File: src/hw/rtl/rde_pkg.sv
// ----------------------------------------------------------------------------
// rde_pkg: shared types and constants of the repeating decimal expander
// Field widths, default sizes, engine state codes and the result bundle.
// ----------------------------------------------------------------------------
package rde_pkg;

    // default sizes, used as the top level's parameter defaults
    localparam int DEF_MAX_DENOMINATOR = 4096;
    localparam int DEF_SHOWN_DIGITS    = 50;
    localparam int DEF_NUMERATOR_WIDTH = 16;

    // request queue between front and engine
    localparam int QUEUE_DEPTH = 2;

    // fixed field widths
    localparam int DEN_W   = 12;
    localparam int IP_W    = 16;
    localparam int DIGIT_W = 4;
    localparam int IDX_W   = 6;
    localparam int CLEN_W  = 12;

    // long division in base ten
    localparam int BASE     = 10;
    localparam int NUM_MULT = BASE - 1;
    localparam int PROD_W   = DEN_W + 4;   // remainder times ten
    localparam int POS_W    = DEN_W;       // digit position / count

    // engine sequencer
    typedef enum logic [2:0] {
        ENG_IDLE,
        ENG_BAD,
        ENG_DIV,
        ENG_CLEAR,
        ENG_PRIME,
        ENG_RUN,
        ENG_EMIT_RD,
        ENG_EMIT_WR
    } eng_state_t;

    // one result of a run
    typedef struct packed {
        logic [IP_W-1:0]    integer_part;
        logic [DIGIT_W-1:0] digit;
        logic [IDX_W-1:0]   digit_index;
        logic               cycle_starts_here;
        logic [CLEN_W-1:0]  cycle_length;
        logic               truncated;
        logic               last;
    } rde_result_t;

endpackage

File: src/hw/rtl/rde_front.sv
// ----------------------------------------------------------------------------
// rde_front: request intake
// Registers an incoming request and flags a denominator that is zero or too
// large for the remainder table, then hands it to the queue.
// ----------------------------------------------------------------------------
module rde_front
    import rde_pkg::*;
#(
    parameter int MAX_DENOMINATOR = DEF_MAX_DENOMINATOR,
    parameter int NUMERATOR_WIDTH = DEF_NUMERATOR_WIDTH
)
(
    input  logic                       clk,
    input  logic                       rst_n,
    input  logic                       in_valid,
    output logic                       in_ready,
    input  logic [NUMERATOR_WIDTH-1:0] numerator,
    input  logic [DEN_W-1:0]           denominator,
    output logic                       q_valid,
    input  logic                       q_ready,
    output logic [NUMERATOR_WIDTH-1:0] q_num,
    output logic [DEN_W-1:0]           q_den,
    output logic                       q_bad
);

    logic                       valid_reg, valid_next;
    logic [NUMERATOR_WIDTH-1:0] num_reg;
    logic [DEN_W-1:0]           den_reg;
    logic                       bad_reg;
    logic                       accept;
    logic                       bad_in;

    // stage is free when empty or draining this cycle
    assign in_ready = !valid_reg || q_ready;
    assign accept   = in_valid && in_ready;

    // classify: no expansion for zero or oversized denominator
    assign bad_in = (denominator == '0) || (32'(denominator) >= MAX_DENOMINATOR);

    always_comb
    begin
        if (accept)
        begin
            valid_next = 1'b1;
        end
        else if (q_ready)
        begin
            valid_next = 1'b0;
        end
        else
        begin
            valid_next = valid_reg;
        end
    end

    always_ff @(posedge clk or negedge rst_n)
    begin
        if (!rst_n)
        begin
            valid_reg <= 1'b0;
        end
        else
        begin
            valid_reg <= valid_next;
        end
    end

    // payload
    always_ff @(posedge clk)
    begin
        if (accept)
        begin
            num_reg <= numerator;
            den_reg <= denominator;
            bad_reg <= bad_in;
        end
    end

    assign q_valid = valid_reg;
    assign q_num   = num_reg;
    assign q_den   = den_reg;
    assign q_bad   = bad_reg;

endmodule

File: config.mk
export PLATFORM = sky130hd
export DESIGN_NAME = rde_front
export DESIGN_NICKNAME = d
export VERILOG_FILES = /design/src/hw/rtl/rde_pkg.sv /design/src/hw/rtl/rde_front.sv
export SDC_FILE = /design/constraint.sdc
export NUM_CORES = 1
export LEC_CHECK = 0
export BUFFER_PORTS_ARGS = -buffer_cell sky130_fd_sc_hd__buf_2
export CORE_AREA = 10 10 63 54
export CTS_BUF_LIST = sky130_fd_sc_hd__clkbuf_8
export DETAILED_ROUTE_END_ITERATION = 10
export DIE_AREA = 0 0 73 64
export GPL_ROUTABILITY_DRIVEN = 1
export PLACE_DENSITY = 0.85
export SKIP_CTS_REPAIR_TIMING = 1
export SLEW_MARGIN = 30
export SYNTH_ARGS = -nofsm -noshare
export SYNTH_HDL_FRONTEND = slang
export SYNTH_SLANG_ARGS = --single-unit
File: constraint.sdc
create_clock -name clk -period 2.6 [get_ports clk]
set_input_delay 0.39 -clock clk [delete_from_list [all_inputs] [get_ports clk]]
set_output_delay 0.39 -clock clk [all_outputs]
set_load 0.01 [all_outputs]
Word level (Yosys, flattened, before mapping)
Cells that the tools add are included.

storage, ports and cells
  flip-flop bits (word level) = 30
  input bits = 32
  output and inout port bits = 31
  word-level logic and storage cells = 11

operators by class
  mux-type cells = 2
  reductions and logical operators = 5

operators by type and width
  operator           number
  $logic_not 12->1   1
  $mux 1             2
  $reduce_bool 2->1  1
  $logic_and 1x1->1  1
  $logic_not 1->1    1
  $logic_or 1x1->1   1

Depth between registers and ports, before layout
Gate-level depths: netlist of run 1.

  word-level depth = 4
  gate-level depth with buffers = 2
  depth with buffers taken out = 2

Worst setup path before layout of run 1
No wires, ideal clock.

  path kind = input -> register
  start point = in q_ready
  end point = reg bad_reg (netlist: q_bad), enable pin
  setup time = 0.389 ns
  arrival = 1.323 ns
  required time = 2.211 ns
  slack = 0.888 ns
  stages on the path = 2
  buffers on the path = 0
  cells stage by stage = nand2b_1 -> and2_1

between the ends
  cells in the longest elaborated chain, start to end = 2

RTL lines
  what                  line             RTL
  from (decl)           rde_front.sv:20  input logic q_ready,
  $logic_or 1x1->1      rde_front.sv:34  assign in_ready = !valid_reg || q_ready;
  $logic_and 1x1->1     rde_front.sv:35  assign accept = in_valid && in_ready;
  via accept            rde_front.sv:30  logic accept;
  to (signal assigned)  rde_front.sv:75  bad_reg <= bad_in;
  to (decl)             rde_front.sv:29  logic bad_reg;

The timed path passes the listed nets, and every way through them passes these cells.
A chain may end at the register's enable or synchronous reset.

Worst setup path in the final report of run 1
  start point = reg valid_reg (netlist: q_valid)
  end point = reg num_reg[0] (netlist: q_num[0]), enable pin

between the ends
  cells in the longest elaborated chain, start to end = 3

RTL lines
  what                    line             RTL
  from (decl)             rde_front.sv:26  logic valid_reg, valid_next;
  from (signal assigned)  rde_front.sv:64  valid_reg <= valid_next;
  $logic_not 1->1         rde_front.sv:34
  $logic_or 1x1->1        rde_front.sv:34
  $logic_and 1x1->1       rde_front.sv:35
  via accept              rde_front.sv:30
  to (signal assigned)    rde_front.sv:73  num_reg <= numerator;
  to (decl)               rde_front.sv:27  logic [NUMERATOR_WIDTH-1:0] num_reg;

The timed path passes the listed nets, and every way through them passes these cells.

==> flow_metrics.py, run 1 <==
metrics = {
    "cts": {
        "cts_tree": "yes",
        "insertion_delay_ps": 270,
        "numCtsBuffers": 5,
        "clk_pin_slew_worst_paths_ps": 60,
        "clock_sinks": 30,
        "cts-root-buf": "clkbuf_8",
        "h-tree-depth": 2,
        "clk_path_buf_depth": 2,
    },
    "timing": {
        "relSlewSlack_pct": 76.9,
        "fmax_mhz": 755,
        "tightest_slew_ps": 346,
        "period_minus_slack_ps": 1320,
        "fin_skew_ps": 5.89,
        "fin_crit_sh_pct": 50.9,
        "final.setup.tns_ps": 0,
        "slew_viol_final": 0,
        "setup_viol_count_final": 0,
        "rsz0062_at_grt": "false",
        "hold_violations": 0,
    },
    "power": {
        "power.density_nw_per_um2": 787,
        "vdd_ir_drop_max_mv": 0.518,
        "leakagePower_nw": 0.618,
    },
    "detailed_routing": {
        "wirelength_um": 2310,
        "drtIter0Drc": 9,
        "antenna_left": 0,
        "vias": 627,
        "routed_via_density": 4.68,
        "drt_pass1_iterations": 4,
        "drc": 0,
        "wire_per_inst_um": 17.2,
    },
    "synthesis": {
        "ys_seq_elements": 30,
        "yosys_warnings": 0,
        "synth_top_area_share_pct": 92.7,
        "async_flop_share_pct": 3.33,
        "synth_most_common_cell": "edfxtp_1",
        "synth_edf_count": 29,
        "yosys.cell_types.count": 6,
        "syn_area_per_cell_sq_um": 25.4,
        "syn_nets": 69,
        "ys_top_cells_by_area": "edfxtp_1 93%, dfrtp_1 2.7%, nor4_1 2.0%",
        "synth_common_cells": "29 x edfxtp_1, 3 x nor4_1, 2 x nand2b_1",
        "synth-seq-area-share_pct": 95.3,
        "synth_ff_type": "edfxtp_1",
        "netlist_area_sq_um": 940,
        "synth_area_leader_cell": "edfxtp_1",
        "netlist_instances": 37,
    },
    "setup_path": {
        "critPathLaunchType": "register",
        "critPathTopFamily": "flip-flops",
        "cp_slowest_cell": "dfrtp_1",
        "slowest_delay_ps": 380,
        "critical_path_peak_fanout": 29,
        "end_kind": "register",
        "path_class": "register to register",
        "critPathBufInv": 1,
        "crit_path_cell_trace": "nand2b_1 > and2_1 > buf_4",
        "worstPathArrival_ps": 1260,
        "required_ps": 2530,
    },
    "die": {
        "die-area_sq_um": 4670,
        "rows": 15,
        "start_util_pct": 43.9,
        "pin_count": 63,
        "core_area_sq_um": 2140,
        "die_h_um": 64,
        "die_x_um": 73,
    },
    "placement": {
        "port-buffer-count": 62,
        "place_congestion": 0.669,
    },
    "cells_and_area": {
        "multiInputGateArea_sq_um": 43.8,
        "fillerInstances": 162,
        "register_area_sq_um": 896,
        "area_growth_pct": 50.6,
        "layout-drive-gt1-share_pct": 64.2,
        "fin_nets": 140,
        "diodes": 0,
        "final_util_pct": 66.1,
    },
    "grt": {
        "grt_pass1_wl_um": 3420,
        "grt_usage_pct": 9.69,
        "grt_pass1_vias": 712,
        "antenna_found_initial": 0,
        "grt_max_degree": 30,
        "grt-ovfl-total": 0,
    },
    "status": {
        "status": "complete, no violations",
    },
    "min_path": {
        "hold_class": "input port to register",
    },
    "flow_run": {
        "drv_cap": 0,
    },
}
[worst reg2reg max path: cells and delay by family, from the launching register on]
family / cells / cell delay [ps]
buf+inv: 1 / 340
flops: 1 / 380
simple gates: 2 / 270
[where the power goes]
group          switching, mW  internal, mW  leakage (nW)  total (mW)
Sequential           0.00538         0.562         0.287       0.567
Clock                  0.155         0.308        0.0626       0.463
Combinational         0.0460        0.0371         0.268      0.0831
[placed cells by master (no fill, tap or decap)]
cell type / synthesis / routed
nor4_1: 3 / 3
dlygate4sd3_1: 0 / 1
dfrtp_1: 1 / 1
buf_4: 0 / 1
inv_1: 0 / 1
edfxtp_1: 29 / 29
and2_1: 1 / 1
nand2b_1: 2 / 2
clkbuf_8: 0 / 6
buf_2: 0 / 62
and3_1: 1 / 1
bufinv_16: 0 / 1
[per-layer routing]
layer / share of wire [%] / track usage [%]
met1: 30 / 8.26
met2: 49 / 14.2
met3: 20 / 10.0
met4: 1.7 / 4.98
met5: 0 / 0
[through the flow]
stage	setup slack [ps]	cells	cell area, sq um	hold slack (ps)	total power [mW]
detailed placement	1210	125	1290	167	0.661
finish	1280	134	1420	290	1.11
CTS	1270	133	1410	-125	1.13
global route	1200	134	1420	276	1.16
floorplan	888	37	940	94.4	0.605
global placement	1240	125	1290	165	0.657
[kinds of logic after synthesis]
family           share of synthesized area (%)
flip-flops                                95.3
AND/OR/NAND/NOR                           4.66
[layout make-up]
type | instances | area share (%)
Sequential cell | 30 | 63.3
Multi-Input combinational cell | 7 | 3.09
Clock buffer | 6 | 5.84
Timing Repair Buffer | 64 | 23.2
Tap cell | 25 | 2.21
Clock inverter | 2 | 2.39
[state kept, by name, indices dropped and copies added (netlist names)]
name / cells
q_num: 16
q_bad: 1
q_den: 12
q_valid: 1
[final timing paths]
| check | from | endpoint | slack [ps] | cells after the start |
|---|---|---|---|---|
| min in group asynchronous | rst_n | q_valid$_DFFE_PN0P_ | 410 | 2 |
| setup reg to reg | q_valid$_DFFE_PN0P_ | q_num[0]$_DFFE_PP_ | 1280 | 3 |
| max in group asynchronous | rst_n | q_valid$_DFFE_PN0P_ | 2100 | 2 |
| hold reg to reg | q_valid$_DFFE_PN0P_ | q_valid$_DFFE_PN0P_ | 540 | 2 |
| hold / removal | numerator[5] | q_num[5]$_DFFE_PP_ | 290 | 1 |
| setup / recovery | q_valid$_DFFE_PN0P_ | q_num[0]$_DFFE_PP_ | 1280 | 3 |
Note: power is estimated with default switching activity, not from simulation.
==> run 2, diff against run 1 <==
- CORE_AREA: 10 10 63 54 -> 10 10 64 56
- DIE_AREA: 0 0 73 64 -> 0 0 74 66
- PLACE_DENSITY: 0.85 -> 0.8
- clock period: 2.6 -> 1.31 ns (I/O delays scaled with it)
==> flow_metrics.py, run 2 (synthesis gave the netlist of run 1 again) <==
metrics = {
    "timing": {
        "period_minus_slack_ps": 1240,
        "slew_viol_final": 0,
        "fin_crit_sh_pct": 94.5,
        "rsz0062_at_grt": "false",
        "worst_slack_ps": 72.4,
        "hold_violations": 0,
        "fmax_mhz": 808,
        "relSlewSlack_pct": 75.5,
        "tightest_slew_ps": 368,
        "whs_ps": 101,
        "fin_skew_ps": 4.29,
        "final.setup.tns_ps": 0,
        "setup_viol_count_final": 0,
    },
    "cells_and_area": {
        "fin_area_sq_um": 1390,
        "final_common_cell": "buf_2",
        "layout-drive-gt1-share_pct": 63.9,
        "fillerInstances": 181,
        "diodes": 0,
        "fin_cells": 135,
        "fin_nets": 139,
        "final_util_pct": 59.2,
        "layout_common_cells": "62 x buf_2, 29 x edfxtp_1, 6 x clkbuf_8, 3 x nor4_1",
        "register_area_sq_um": 896,
        "largest_reg_flops": 16,
        "area_growth_pct": 47.5,
        "multiInputGateArea_sq_um": 46.3,
    },
    "flow_run": {
        "drv_cap": 0,
    },
    "die": {
        "rows": 16,
        "pin_count": 63,
        "start_util_pct": 40.1,
        "die_h_um": 66,
        "die_x_um": 74,
        "core_area_sq_um": 2340,
        "die-area_sq_um": 4880,
    },
    "min_path": {
        "min_path_cells": 1,
        "hold_class": "input port to register",
    },
    "grt": {
        "antenna_found_initial": 0,
        "grt_usage_pct": 9.50,
        "grt_pass1_vias": 712,
        "grt_pass1_wl_um": 3350,
        "grt-ovfl-total": 0,
        "grt_max_degree": 30,
    },
    "power": {
        "total_power_mw": 2.00,
        "pwr-share-clk_pct": 35.4,
        "netSwitchingPower_mw": 0.397,
        "seqPwrFrac_pct": 56.4,
        "p_sw_share_pct": 19.9,
        "power.density_nw_per_um2": 1440,
        "internal_power_mw": 1.60,
        "combPwrFrac_pct": 8.2,
        "leakagePower_nw": 0.606,
        "vdd_ir_drop_max_mv": 1.01,
    },
    "detailed_routing": {
        "drtIter0Drc": 10,
        "vias": 614,
        "routed_via_density": 4.55,
        "drt_pass1_iterations": 4,
        "drc": 0,
        "wirelength_um": 2210,
        "antenna_left": 0,
        "wire_per_inst_um": 16.4,
    },
    "cts": {
        "h-tree-depth": 2,
        "insertion_delay_ps": 260,
        "cts_tree": "yes",
        "clock_sinks": 30,
        "numCtsBuffers": 5,
        "clk_path_buf_depth": 2,
        "clk_pin_slew_worst_paths_ps": 60,
        "cts-root-buf": "clkbuf_8",
    },
    "setup_path": {
        "r2r_cells": 2,
        "path_class": "register to register",
        "required_ps": 1230,
        "critical_path_peak_fanout": 29,
        "end_kind": "register",
        "critPathLaunchType": "register",
        "worstPathArrival_ps": 1160,
    },
    "placement": {
        "dp_slack_ps": 81.4,
        "place_area_sq_um": 1290,
        "hpwl_um": 1810,
        "place_congestion": 0.667,
        "placedCellCount": 126,
        "port-buffer-count": 62,
    },
    "status": {
        "status": "complete, no violations",
    },
}
run 2: changes by cell type in the layout (fill, tap and decap cells not counted), sizes merged:
cell,change
buf,-1
inv,+1
bufinv,-1
run 2: worst max-delay path: stages, from the launching register on:
cell	delay, ps
dfrtp_1	370
nand2b_1	120
and2_4	390
run 2: path summary, 6_finish.rpt:
check	start	to	slack, ps
hold reg to reg	q_valid$_DFFE_PN0P_	q_valid$_DFFE_PN0P_	560
setup reg to reg	q_valid$_DFFE_PN0P_	q_num[4]$_DFFE_PP_	70
setup / recovery	q_valid$_DFFE_PN0P_	q_num[4]$_DFFE_PP_	70
max in group asynchronous	rst_n	q_valid$_DFFE_PN0P_	1000
min in group asynchronous	rst_n	q_valid$_DFFE_PN0P_	230
hold / removal	numerator[6]	q_num[6]$_DFFE_PP_	100
run 2: final cells by class:
type / count / share of cell area (%)
Clock buffer: 6 / 5.96
Multi-Input combinational cell: 7 / 3.34
Timing Repair Buffer: 63 / 23.1
Clock inverter: 2 / 0.542
Tap cell: 27 / 2.44
Sequential cell: 30 / 64.6
run 2: routing by layer:
| metal | vias up | routed length, um | track usage (%) |
|---|---|---|---|
| li1 | 288 | - | - |
| met1 | 281 | 750 | 8.68 |
| met2 | 43 | 1040 | 13.5 |
| met3 | 2 | 402 | 8.56 |
| met4 | 0 | 15 | 6.28 |
| met5 | - | 0 | 0 |
run 2: power by group through the flow:
stage          clock network (mW)  registers, mW  logic [mW]
2_1_floorplan                   0           1.18      0.0253
3_3_place_gp                    0           1.14       0.159
3_5_place_dp                    0           1.15       0.165
4_1_cts                     0.736           1.13       0.165
5_1_grt                     0.772           1.13       0.180
6_report                    0.706           1.13       0.163
