$ cat config.mk
export PLATFORM = sky130hd
export DESIGN_NAME = rde_fifo
export DESIGN_NICKNAME = d
export VERILOG_FILES = /design/src/hw/rtl/rde_pkg.sv /design/src/hw/rtl/rde_fifo.sv
export SDC_FILE = /design/constraint.sdc
export NUM_CORES = 1
export LEC_CHECK = 0
export ABC_AREA = 0
export BUFFER_PORTS_ARGS = -buffer_cell sky130_fd_sc_hd__buf_4
export CAP_MARGIN = 25
export CORE_UTILIZATION = 40
export CTS_CLUSTER_DIAMETER = 40
export CTS_CLUSTER_SIZE = 28
export DETAILED_ROUTE_END_ITERATION = 16
export SETUP_SLACK_MARGIN = 0.3
export SLEW_MARGIN = 40
export SYNTH_ARGS = -nofsm -noshare
export SYNTH_HDL_FRONTEND = slang
export SYNTH_SLANG_ARGS = --single-unit
$ cat constraint.sdc
create_clock -name clk -period 3.1 [get_ports clk]
set_input_delay 0.31 -clock clk [delete_from_list [all_inputs] [get_ports clk]]
set_output_delay 0.31 -clock clk [all_outputs]
set_load 0.05 [all_outputs]
$ cat src/hw/rtl/rde_pkg.sv
// ----------------------------------------------------------------------------
// rde_pkg: shared types and constants of the repeating decimal expander
// Field widths, default sizes, engine state codes and the result bundle.
// ----------------------------------------------------------------------------
package rde_pkg;

    // default sizes, used as the top level's parameter defaults
    localparam int DEF_MAX_DENOMINATOR = 4096;
    localparam int DEF_SHOWN_DIGITS    = 50;
    localparam int DEF_NUMERATOR_WIDTH = 16;

    // request queue between front and engine
    localparam int QUEUE_DEPTH = 2;

    // fixed field widths
    localparam int DEN_W   = 12;
    localparam int IP_W    = 16;
    localparam int DIGIT_W = 4;
    localparam int IDX_W   = 6;
    localparam int CLEN_W  = 12;

    // long division in base ten
    localparam int BASE     = 10;
    localparam int NUM_MULT = BASE - 1;
    localparam int PROD_W   = DEN_W + 4;   // remainder times ten
    localparam int POS_W    = DEN_W;       // digit position / count

    // engine sequencer
    typedef enum logic [2:0] {
        ENG_IDLE,
        ENG_BAD,
        ENG_DIV,
        ENG_CLEAR,
        ENG_PRIME,
        ENG_RUN,
        ENG_EMIT_RD,
        ENG_EMIT_WR
    } eng_state_t;

    // one result of a run
    typedef struct packed {
        logic [IP_W-1:0]    integer_part;
        logic [DIGIT_W-1:0] digit;
        logic [IDX_W-1:0]   digit_index;
        logic               cycle_starts_here;
        logic [CLEN_W-1:0]  cycle_length;
        logic               truncated;
        logic               last;
    } rde_result_t;

endpackage

$ cat src/hw/rtl/rde_fifo.sv
// ----------------------------------------------------------------------------
// rde_fifo: short request queue
// Register-based first-in first-out queue between intake and engine.
// ----------------------------------------------------------------------------
module rde_fifo
    import rde_pkg::*;
#(
    parameter int WIDTH = DEN_W + DEF_NUMERATOR_WIDTH + 1,
    parameter int DEPTH = QUEUE_DEPTH
)
(
    input  logic             clk,
    input  logic             rst_n,
    input  logic             wr_valid,
    output logic             wr_ready,
    input  logic [WIDTH-1:0] wr_data,
    output logic             rd_valid,
    input  logic             rd_ready,
    output logic [WIDTH-1:0] rd_data
);

    localparam int AW = (DEPTH > 1) ? $clog2(DEPTH) : 1;
    localparam int CW = $clog2(DEPTH + 1);

    logic [WIDTH-1:0] slot_reg [DEPTH];
    logic [AW-1:0]    wr_ptr_reg, wr_ptr_next;
    logic [AW-1:0]    rd_ptr_reg, rd_ptr_next;
    logic [CW-1:0]    cnt_reg, cnt_next;
    logic             push, pop;

    assign wr_ready = (cnt_reg != CW'(DEPTH));
    assign rd_valid = (cnt_reg != '0);
    assign push     = wr_valid && wr_ready;
    assign pop      = rd_valid && rd_ready;
    assign rd_data  = slot_reg[rd_ptr_reg];

    // pointer and fill update
    always_comb
    begin
        wr_ptr_next = wr_ptr_reg;
        rd_ptr_next = rd_ptr_reg;
        cnt_next    = cnt_reg;
        if (push)
        begin
            wr_ptr_next = (wr_ptr_reg == AW'(DEPTH - 1)) ? '0 : wr_ptr_reg + AW'(1);
        end
        if (pop)
        begin
            rd_ptr_next = (rd_ptr_reg == AW'(DEPTH - 1)) ? '0 : rd_ptr_reg + AW'(1);
        end
        if (push && !pop)
        begin
            cnt_next = cnt_reg + CW'(1);
        end
        else if (pop && !push)
        begin
            cnt_next = cnt_reg - CW'(1);
        end
    end

    always_ff @(posedge clk or negedge rst_n)
    begin
        if (!rst_n)
        begin
            wr_ptr_reg <= '0;
            rd_ptr_reg <= '0;
            cnt_reg    <= '0;
        end
        else
        begin
            wr_ptr_reg <= wr_ptr_next;
            rd_ptr_reg <= rd_ptr_next;
            cnt_reg    <= cnt_next;
        end
    end

    always_ff @(posedge clk)
    begin
        if (push)
        begin
            slot_reg[wr_ptr_reg] <= wr_data;
        end
    end

endmodule

* Word-level counts from Yosys, hierarchy flattened *
Memories as Yosys holds them, arrays and structs flattened.
Cells that the tools add are included.

operators by class
  $add $sub $neg = 4
  eq/ne operators = 1
  mux-type cells = 6
  reductions and logical operators = 8

operators with widths
  cell                   count
  $logic_and A1 B1 Y1    4
  $mux W1                4
  $mux W2                2
  $reduce_bool A2 Y1     2
  $add A1 B1 Y1 const B  2
  $add A2 B1 Y2 const B  1
  $logic_not A1 Y1       2
  $ne A2 B2 Y1 const B   1
  $sub A2 B1 Y2 const B  1

storage, ports and cells
  flip-flop bits (word level) = 4
  bits in writable memories = 58
  bits of input ports = 33
  output and inout port bits = 31
  word-level logic and storage cells = 23
  memories kept = 1

memories
  name      depth  width  read ports  clocked after memory_dff  write ports  line            source
  slot_reg  2      29     1           0                         1            rde_fifo.sv:25  logic [WIDTH-1:0] slot_reg [DEPTH];

* Depth between registers and ports, before layout *
Gate-level depths: netlist (run 1).

  depth after elaboration = 6
  depth in mapped cells = 7
  gate-level depth less buffers = 7

* Worst setup path after synthesis (run 1) *
OpenSTA, ideal clock, no wires.

  path kind = register -> register
  start = register cnt_reg[0]
  end = memory slot_reg[0][0] (netlist name), enable pin
  library setup time = 0.415 ns
  data arrival time = 1.998 ns
  required time = 2.685 ns
  setup slack = 0.687 ns
  stages on the path, launching flop included = 4
  buffers on the path = 0
  clock period less this slack = 2.413 ns
  path through = dfrtp_1 > nand2b_4 > nand2_1 > nor2_1

between the ends
  longest elaborated chain between the ends = 4

RTL lines
  element                        line            source
  start: declaration             rde_fifo.sv:28  logic [CW-1:0] cnt_reg, cnt_next;
  start signal: assignment       rde_fifo.sv:73  cnt_reg <= cnt_next;
  $ne A2 B2 Y1                   rde_fifo.sv:31  assign wr_ready = (cnt_reg != CW'(DEPTH));
  named net wr_ready             rde_fifo.sv:15  output logic wr_ready,
  $logic_and A1 B1 Y1            rde_fifo.sv:33  assign push = wr_valid && wr_ready;
  $mux W1                        rde_fifo.sv:79  if (push)
  $mux W1 (implied by the code)  rde_fifo.sv:81  slot_reg[wr_ptr_reg] <= wr_data;
  end: declaration               rde_fifo.sv:25

The timed path passes the listed nets, and every way through them passes these cells.

* Final worst setup path (run 1) *
  start = register rd_ptr_reg
  end = output rd_data[28]

between the ends
  longest elaborated chain between the ends = 1

RTL lines
  element                   line            source
  start: declaration        rde_fifo.sv:27  logic [AW-1:0] rd_ptr_reg, rd_ptr_next;
  start signal: assignment  rde_fifo.sv:72  rd_ptr_reg <= rd_ptr_next;
  $mem_v2 Z2 W29            -
  end: declaration          rde_fifo.sv:19  output logic [WIDTH-1:0] rd_data

Every way passes these cells.

==> reports/metrics.yaml, run 1 <==
status: "finished, final reports clean"
grt_first_pass_wirelength_um: 6090
cts.root.buffer_cell: "sky130_fd_sc_hd__clkbuf_8"
power.static_leakage_uw: 0.00116
fill_cells: 465
antenna_violations_before_repair: 0
yosysTopAreaCellShare: 0.753
synth.area.top_cells: "sky130_fd_sc_hd__edfxtp_1 75%, sky130_fd_sc_hd__mux2_2 14%, sky130_fd_sc_hd__dfrtp_1 4.3%"
remaining_drc_errors: 0
horizontal_die_dimension_um: 78.1
cts_tree: "done"
fraction_of_power_consumed_by_combinational_cells: 0.460
placement.cell_area_mm2: 0.00289
r2r-start: "cnt_reg[0]"
instance_count_of_the_mapped_netlist: 108
yosysWarningCount: 0
totalWireLength_um: 3960
htree_num_levels: 3
start_util: 0.418
holdCritPathClass: "in -> reg"
largest_buffer_count_on_any_clock_path: 2
synth_cell_types: 14
die_area_mm2: 0.00609
detail_route.vias_per_cell: 4.57
timing.final.crit_share: 0.702
tritoncts.num_buffers: 9
ys.flop_type: "sky130_fd_sc_hd__edfxtp_1"
min_from: "wr_data[3]"
crit_path_cell_trace: "buf_12 > mux2_2 > buf_4"
startpoint_type: "flip-flop"
flow.area_growth_from_synthesis_pct: 32.0
rr_worst_depth: 4
gpl.final_weighted_congestion: 0.689
die_height_um: 78.1
final_core_util: 0.551
regToRegEndpoint: "slot_reg[0][27]"
max_freq_mhz: 460
hold-path-endpoint: "slot_reg[1][3]"
min_period_ns: 2.18
placed_cell_count: 243
drive_gt1_frac: 0.578
grt_max_degree: 30
vias: 1183
std_cell_rows: 27
first_global_vias: 1287
place_hpwl_um: 2690
n_antenna_cell: 0
worst_hold_path.num_cells: 1
postSynthNetCount: 142
finClkSkew_ns: 0.00319
cp_slowest_cell: "sky130_fd_sc_hd__dfrtp_1"
rsz0062_at_grt: "false"
number_of_flops_mapped_to_enable_cells_by_yosys: 58
final_design_area_no_fill_mm2: 0.00305
final_slew_violations: 0
slew-limit-headroom: 0.580
synth_async_sr_flop_share: 0.0645
net-switching-power_uw: 1350
largest_register_ffs: 58
fp.coreArea_mm2: 0.00554
timing_worst_setup_path_type: "reg -> out"
timing.critical_path.max_delay_family: "flip-flops"
port_buffers: 63
finalNonFillerCells: 259
timing.critical_path.arrival_ns: 1.87
ir_drop_mv: 0.519
timing.critical_path.fanout_max: 17
drt.antenna.violating_nets: 0
setup_violations: 0
synth-seq-cells: 62
hold_violation_count_in_the_final_report: 0
nNetsFinal: 217
globalRouteTotalUtil: 0.143
pin_count: 64
drt_first_iter_violations: 60
crit_buf_inv: 2
power.share.sequential: 0.377
top_cell_type_by_total_area_after_synthesis: "sky130_fd_sc_hd__edfxtp_1"
clk_pin_slew_worst_paths_ns: 0.06
gr-total-overflow: 0
synthesized_cell_area_mm2: 0.00231
syn_avg_cell_area_um2: 21.4
postCtsSetupRepairBufs: 0
drt_pre_antenna_iters: 3
synth_seq_area_share: 0.796
clock_network_fraction_of_total_power: 0.163
fin_tns_setup_ns: 0
drv_cap: 0
worstSetupEndpointType: "primary output"
synth_common_cells: "58 x sky130_fd_sc_hd__edfxtp_1, 29 x sky130_fd_sc_hd__mux2_2, 4 x sky130_fd_sc_hd__dfrtp_1, 3 x sky130_fd_sc_hd__buf_6, 3 x sky130_fd_sc_hd__xnor2_1"
clock_insertion_delay_worst_skew_ns: 0.32
cell_internal_pwr_uw: 1970
tightestPinTransition_ns: 0.630
cts.sink_count: 62
power.share.switching: 0.406
worst_path_largest_cell_delay_ns: 0.74
power-per-cell-area_mw_per_mm2: 1090
cp_data_required_time_ns: 2.79
post-synth-top-count-cell: "sky130_fd_sc_hd__edfxtp_1"
rrSetupSlack_ns: 1.47
routed_wire_length_per_instance_um: 15.3
==> per-stage QoR <==
stage	total power [uW]	setup slack, ns	hold slack [ns]
after floorplan	2370	0.687	0.0144
after global placement	2770	1.26	0.108
after detailed placement	2800	1.18	0.109
after CTS	3350	0.894	0.147
after global routing	3460	0.858	0.144
final	3320	0.924	0.164
==> worst reg2reg max path, delay by kind of cell, from the launching register on <==
family,cells,cell delay (ns)
AND/OR/NAND/NOR,3,0.69
flip-flops,1,0.42
buffers and inverters,1,0.22
==> power by group through the flow <==
stage	combinational [uW]	clock, uW	sequential [uW]
3_5_place_dp	1540	0	1270
2_1_floorplan	1140	0	1220
6_report	1530	540	1250
4_1_cts	1540	560	1250
3_3_place_gp	1520	0	1250
5_1_grt	1600	595	1270
==> placed cells by master (no fill, tap or decap), drive strengths merged, types with 2 or more instances in the layout <==
master,n
buf,66
nand2,2
edfxtp,58
xnor2,3
mux2,29
clkbuf,11
clkinv,4
dfrtp,4
xor2,2
nor2,2
==> per-layer routing <==
metal	up-vias	track usage	routed length, um
met5	-	0	0
met4	0	0.0944	90
met3	9	0.0581	315
met2	49	0.217	1920
met1	561	0.166	1640
li1	564	-	-
==> logic make-up (layout without fill, tap and decap cells) <==
logic type	count (synthesis)	in the layout	share of synthesized area
adder cells (fa/ha/maj)	1	1	0.00541
flip-flops	62	62	0.796
AND/OR/NAND/NOR	7	7	0.0222
buffers and inverters	4	83	0.0162
XOR/XNOR	5	5	0.0189
multiplexers	29	29	0.141
==> worst max-delay path by stage <==
stage | start | end | cells past startpoint
5_1_grt | rd_ptr_reg | rd_data[16] | 3
3_3_place_gp | cnt_reg[0] | slot_reg[0][11] | 4
2_1_floorplan | cnt_reg[0] | slot_reg[0][0] | 3
6_report | rd_ptr_reg | rd_data[28] | 3
3_5_place_dp | cnt_reg[0] | slot_reg[0][22] | 4
4_1_cts | rd_ptr_reg | rd_data[28] | 3
==> layout make-up <==
| type | instances | area [um^2] | share of cell area |
|---|---|---|---|
| flip-flops and latches | 62 | 1840 | 0.603 |
| repair buffers | 67 | 531 | 0.174 |
| multi-input cells | 42 | 442 | 0.145 |
| clock buffers | 11 | 131 | 0.0430 |
| well taps | 72 | 90.1 | 0.0295 |
| clock inverters | 4 | 15.0 | 0.00492 |
| inverters | 1 | 3.75 | 0.00123 |
==> repair_timing <==
action / CTS / global route
endpoints found under the setup margin: 0 / 0
hold buffers: 1 / 0
endpoints found under the hold margin: 4 / 0
gates resized for setup: 0 / 0
Note: power is estimated with default switching activity, not from simulation.
==> run 2, diff against run 1 <==
--- a/config.mk
+++ b/config.mk
@@ -5,13 +5,14 @@
 export SDC_FILE = /design/constraint.sdc
 export NUM_CORES = 1
 export LEC_CHECK = 0
-export ABC_AREA = 0
+export ABC_AREA = 1
 export BUFFER_PORTS_ARGS = -buffer_cell sky130_fd_sc_hd__buf_4
 export CAP_MARGIN = 25
 export CORE_UTILIZATION = 40
 export CTS_CLUSTER_DIAMETER = 40
 export CTS_CLUSTER_SIZE = 28
 export DETAILED_ROUTE_END_ITERATION = 16
+export PLACE_DENSITY = 0.66
 export SETUP_SLACK_MARGIN = 0.3
 export SLEW_MARGIN = 40
 export SYNTH_ARGS = -nofsm -noshare
==> constraint.sdc (replaced) <==
create_clock -name clk -period 2 [get_ports clk]
set_input_delay 0.2 -clock clk [delete_from_list [all_inputs] [get_ports clk]]
set_output_delay 0.2 -clock clk [all_outputs]
set_load 0.05 [all_outputs]
==> run 2 against run 1 <==
Against the previous run: first-iteration DRC count fell by 5.0%; cell area rose by 3.6%; sequential cell count did not move; via count rose by 25%; clock power rose by 110%; combinational power rose by 75%; critical endpoint is now rd_data[2]; largest power group unchanged.
==> reports/metrics.yaml, run 2 <==
synthesized_cell_area_mm2: 0.00234
grt_max_degree: 31
antenna_violations_before_repair: 0
finClkSkew_ns: 0.00695
timing_worst_setup_path_type: "reg -> out"
crit_end: "rd_data[2]"
timing.critical_path.arrival_ns: 1.38
r2r-start: "cnt_reg[0]"
std_cell_rows: 27
drive_gt1_frac: 0.363
timing.final.crit_share: 0.791
synth.area.top_cells: "sky130_fd_sc_hd__edfxtp_1 74%, sky130_fd_sc_hd__nand2_1 15%, sky130_fd_sc_hd__dfrtp_1 4.3%"
drt_first_iter_violations: 57
remaining_drc_errors: 0
top_cell_type_by_total_area_after_synthesis: "sky130_fd_sc_hd__edfxtp_1"
synth_common_cells: "93 x sky130_fd_sc_hd__nand2_1, 58 x sky130_fd_sc_hd__edfxtp_1, 6 x sky130_fd_sc_hd__buf_2, 4 x sky130_fd_sc_hd__dfrtp_1, 4 x sky130_fd_sc_hd__inv_2"
clock_insertion_delay_worst_skew_ns: 0.33
n_antenna_cell: 0
setup_violations: 0
nNetsFinal: 288
die_area_mm2: 0.00617
regToRegEndpoint: "cnt_reg[1]"
final_slew_violations: 0
layout_commonest_cell: "sky130_fd_sc_hd__nand2_1"
hold_violation_count_in_the_final_report: 0
holdCritPathClass: "in -> reg"
first_global_vias: 1478
pin_count: 64
setup_crit_start: "rd_ptr_reg"
worstSetupEndpointType: "primary output"
gr-total-overflow: 0
placed_cell_count: 314
largest_buffer_count_on_any_clock_path: 2
instance_count_of_the_mapped_netlist: 180
drt_pre_antenna_iters: 6
drt.antenna.violating_nets: 0
cts.sink_count: 62
rrSetupSlack_ns: 0.59
gpl.final_weighted_congestion: 0.702
cts_tree: "done"
net-switching-power_uw: 2510
power.share.sequential: 0.330
routed_wire_length_per_instance_um: 12.2
flow.area_growth_from_synthesis_pct: 35.0
totalWireLength_um: 4020
vias: 1479
start_util: 0.420
detail_route.vias_per_cell: 4.47
startpoint_type: "flip-flop"
min_period_ns: 1.58
rr_worst_depth: 9
power-per-cell-area_mw_per_mm2: 1810
status: "finished, final reports clean"
ys.flop_type: "sky130_fd_sc_hd__edfxtp_1"
yosysWarningCount: 0
cts.root.buffer_cell: "sky130_fd_sc_hd__clkbuf_8"
cp_data_required_time_ns: 1.80
cell_internal_pwr_uw: 3210
fraction_of_power_consumed_by_combinational_cells: 0.469
ir_drop_mv: 0.855
slew-limit-headroom: 0.845
synth_async_sr_flop_share: 0.0645
rsz0062_at_grt: "false"
synth-seq-cells: 62
final_core_util: 0.568
drv_cap: 0
port_buffers: 63
layout.cells.most_common_list: "93 x sky130_fd_sc_hd__nand2_1, 67 x sky130_fd_sc_hd__buf_4, 58 x sky130_fd_sc_hd__edfxtp_1"
finalNonFillerCells: 331
postSynthNetCount: 214
post-synth-top-count-cell: "sky130_fd_sc_hd__nand2_1"
fp.coreArea_mm2: 0.00557
horizontal_die_dimension_um: 78.5
number_of_flops_mapped_to_enable_cells_by_yosys: 58
globalRouteTotalUtil: 0.146
grt_first_pass_wirelength_um: 6400
syn_avg_cell_area_um2: 13.0
die_height_um: 78.5
place_hpwl_um: 2650
timing.critical_path.fanout_max: 30
power.share.switching: 0.439
synth_cell_types: 14
fin_tns_setup_ns: 0
clk_pin_slew_worst_paths_ns: 0.07
tightestPinTransition_ns: 0.232
synth_seq_area_share: 0.786
clock_network_fraction_of_total_power: 0.201
yosysTopAreaCellShare: 0.743
max_freq_mhz: 632
largest_register_ffs: 58
htree_num_levels: 3
tritoncts.num_buffers: 9
power.static_leakage_uw: 0.00138
-- run 2: critical path: stages (launching register included) --
cell                      delay [ns]
sky130_fd_sc_hd__dfrtp_1        0.44
sky130_fd_sc_hd__buf_8          0.25
sky130_fd_sc_hd__nand2_1        0.08
sky130_fd_sc_hd__nand2_1        0.08
sky130_fd_sc_hd__buf_4          0.19
-- run 2: cell families after synthesis --
family | count (synthesis) | synth area share
AND/OR/NAND/NOR | 102 | 0.174
flip-flops | 62 | 0.786
buffers and inverters | 13 | 0.0240
XOR/XNOR | 2 | 0.0107
adder cells (fa/ha/maj) | 1 | 0.00534
-- run 2: routing by layer --
layer	vias to the layer above	wire, um	track usage	part of all wire
met5	-	0	0	0
met4	0	85	0.0944	0.021
met3	7	198	0.0453	0.049
met2	39	2150	0.257	0.54
met1	690	1590	0.149	0.39
li1	743	-	-	-
-- run 2: power by group through the flow --
stage	Clock, uW	Sequential, uW	Combinational, uW
after floorplan	0	1890	1900
after global placement	0	1900	2670
after detailed placement	0	1900	2690
after CTS	1180	1880	2700
after global routing	1230	1920	2870
final	1150	1890	2680
-- run 2: layout make-up --
class	count	area [um^2]
clock inverter	7	88.8
timing repair buffer	69	528
clock buffer	9	124
inverter	7	31.3
tap	72	90.1
multi-input combinational	105	460
sequential	62	1840
fill	468	2410
-- run 2: worst min-delay path by stage --
| stage | startpoint | to | cells past startpoint |
|---|---|---|---|
| after CTS | wr_data[3] | slot_reg[0][3] | 1 |
| after floorplan | rst_n | cnt_reg[0] | 0 |
| after global routing | wr_data[12] | slot_reg[1][12] | 1 |
| after detailed placement | rst_n | rd_ptr_reg | 1 |
| after global placement | rst_n | cnt_reg[0] | 1 |
| final | wr_data[3] | slot_reg[0][3] | 1 |
-- run 2: per-stage QoR --
step           setup slack [ns]  power [uW]  cell area (um^2)  hold WS, ns
5_1_grt                   0.320        6010              3160       0.0316
6_report                  0.419        5720              3160       0.0516
3_5_place_dp              0.587        4600              2930      0.00570
4_1_cts                   0.327        5760              3150       0.0344
2_1_floorplan             0.129        3790              2350      -0.0956
3_3_place_gp              0.613        4570              2930      0.00133
-- run 2: what timing repair did --
| action | 4_1_cts | 5_1_grt |
|---|---|---|
| hold buffers | 1 | 0 |
| gates resized for setup | 1 | 3 |
| setup buffers | 0 | 0 |
| setup endpoints to repair | 29 | 24 |
| hold endpoints to repair | 4 | 0 |
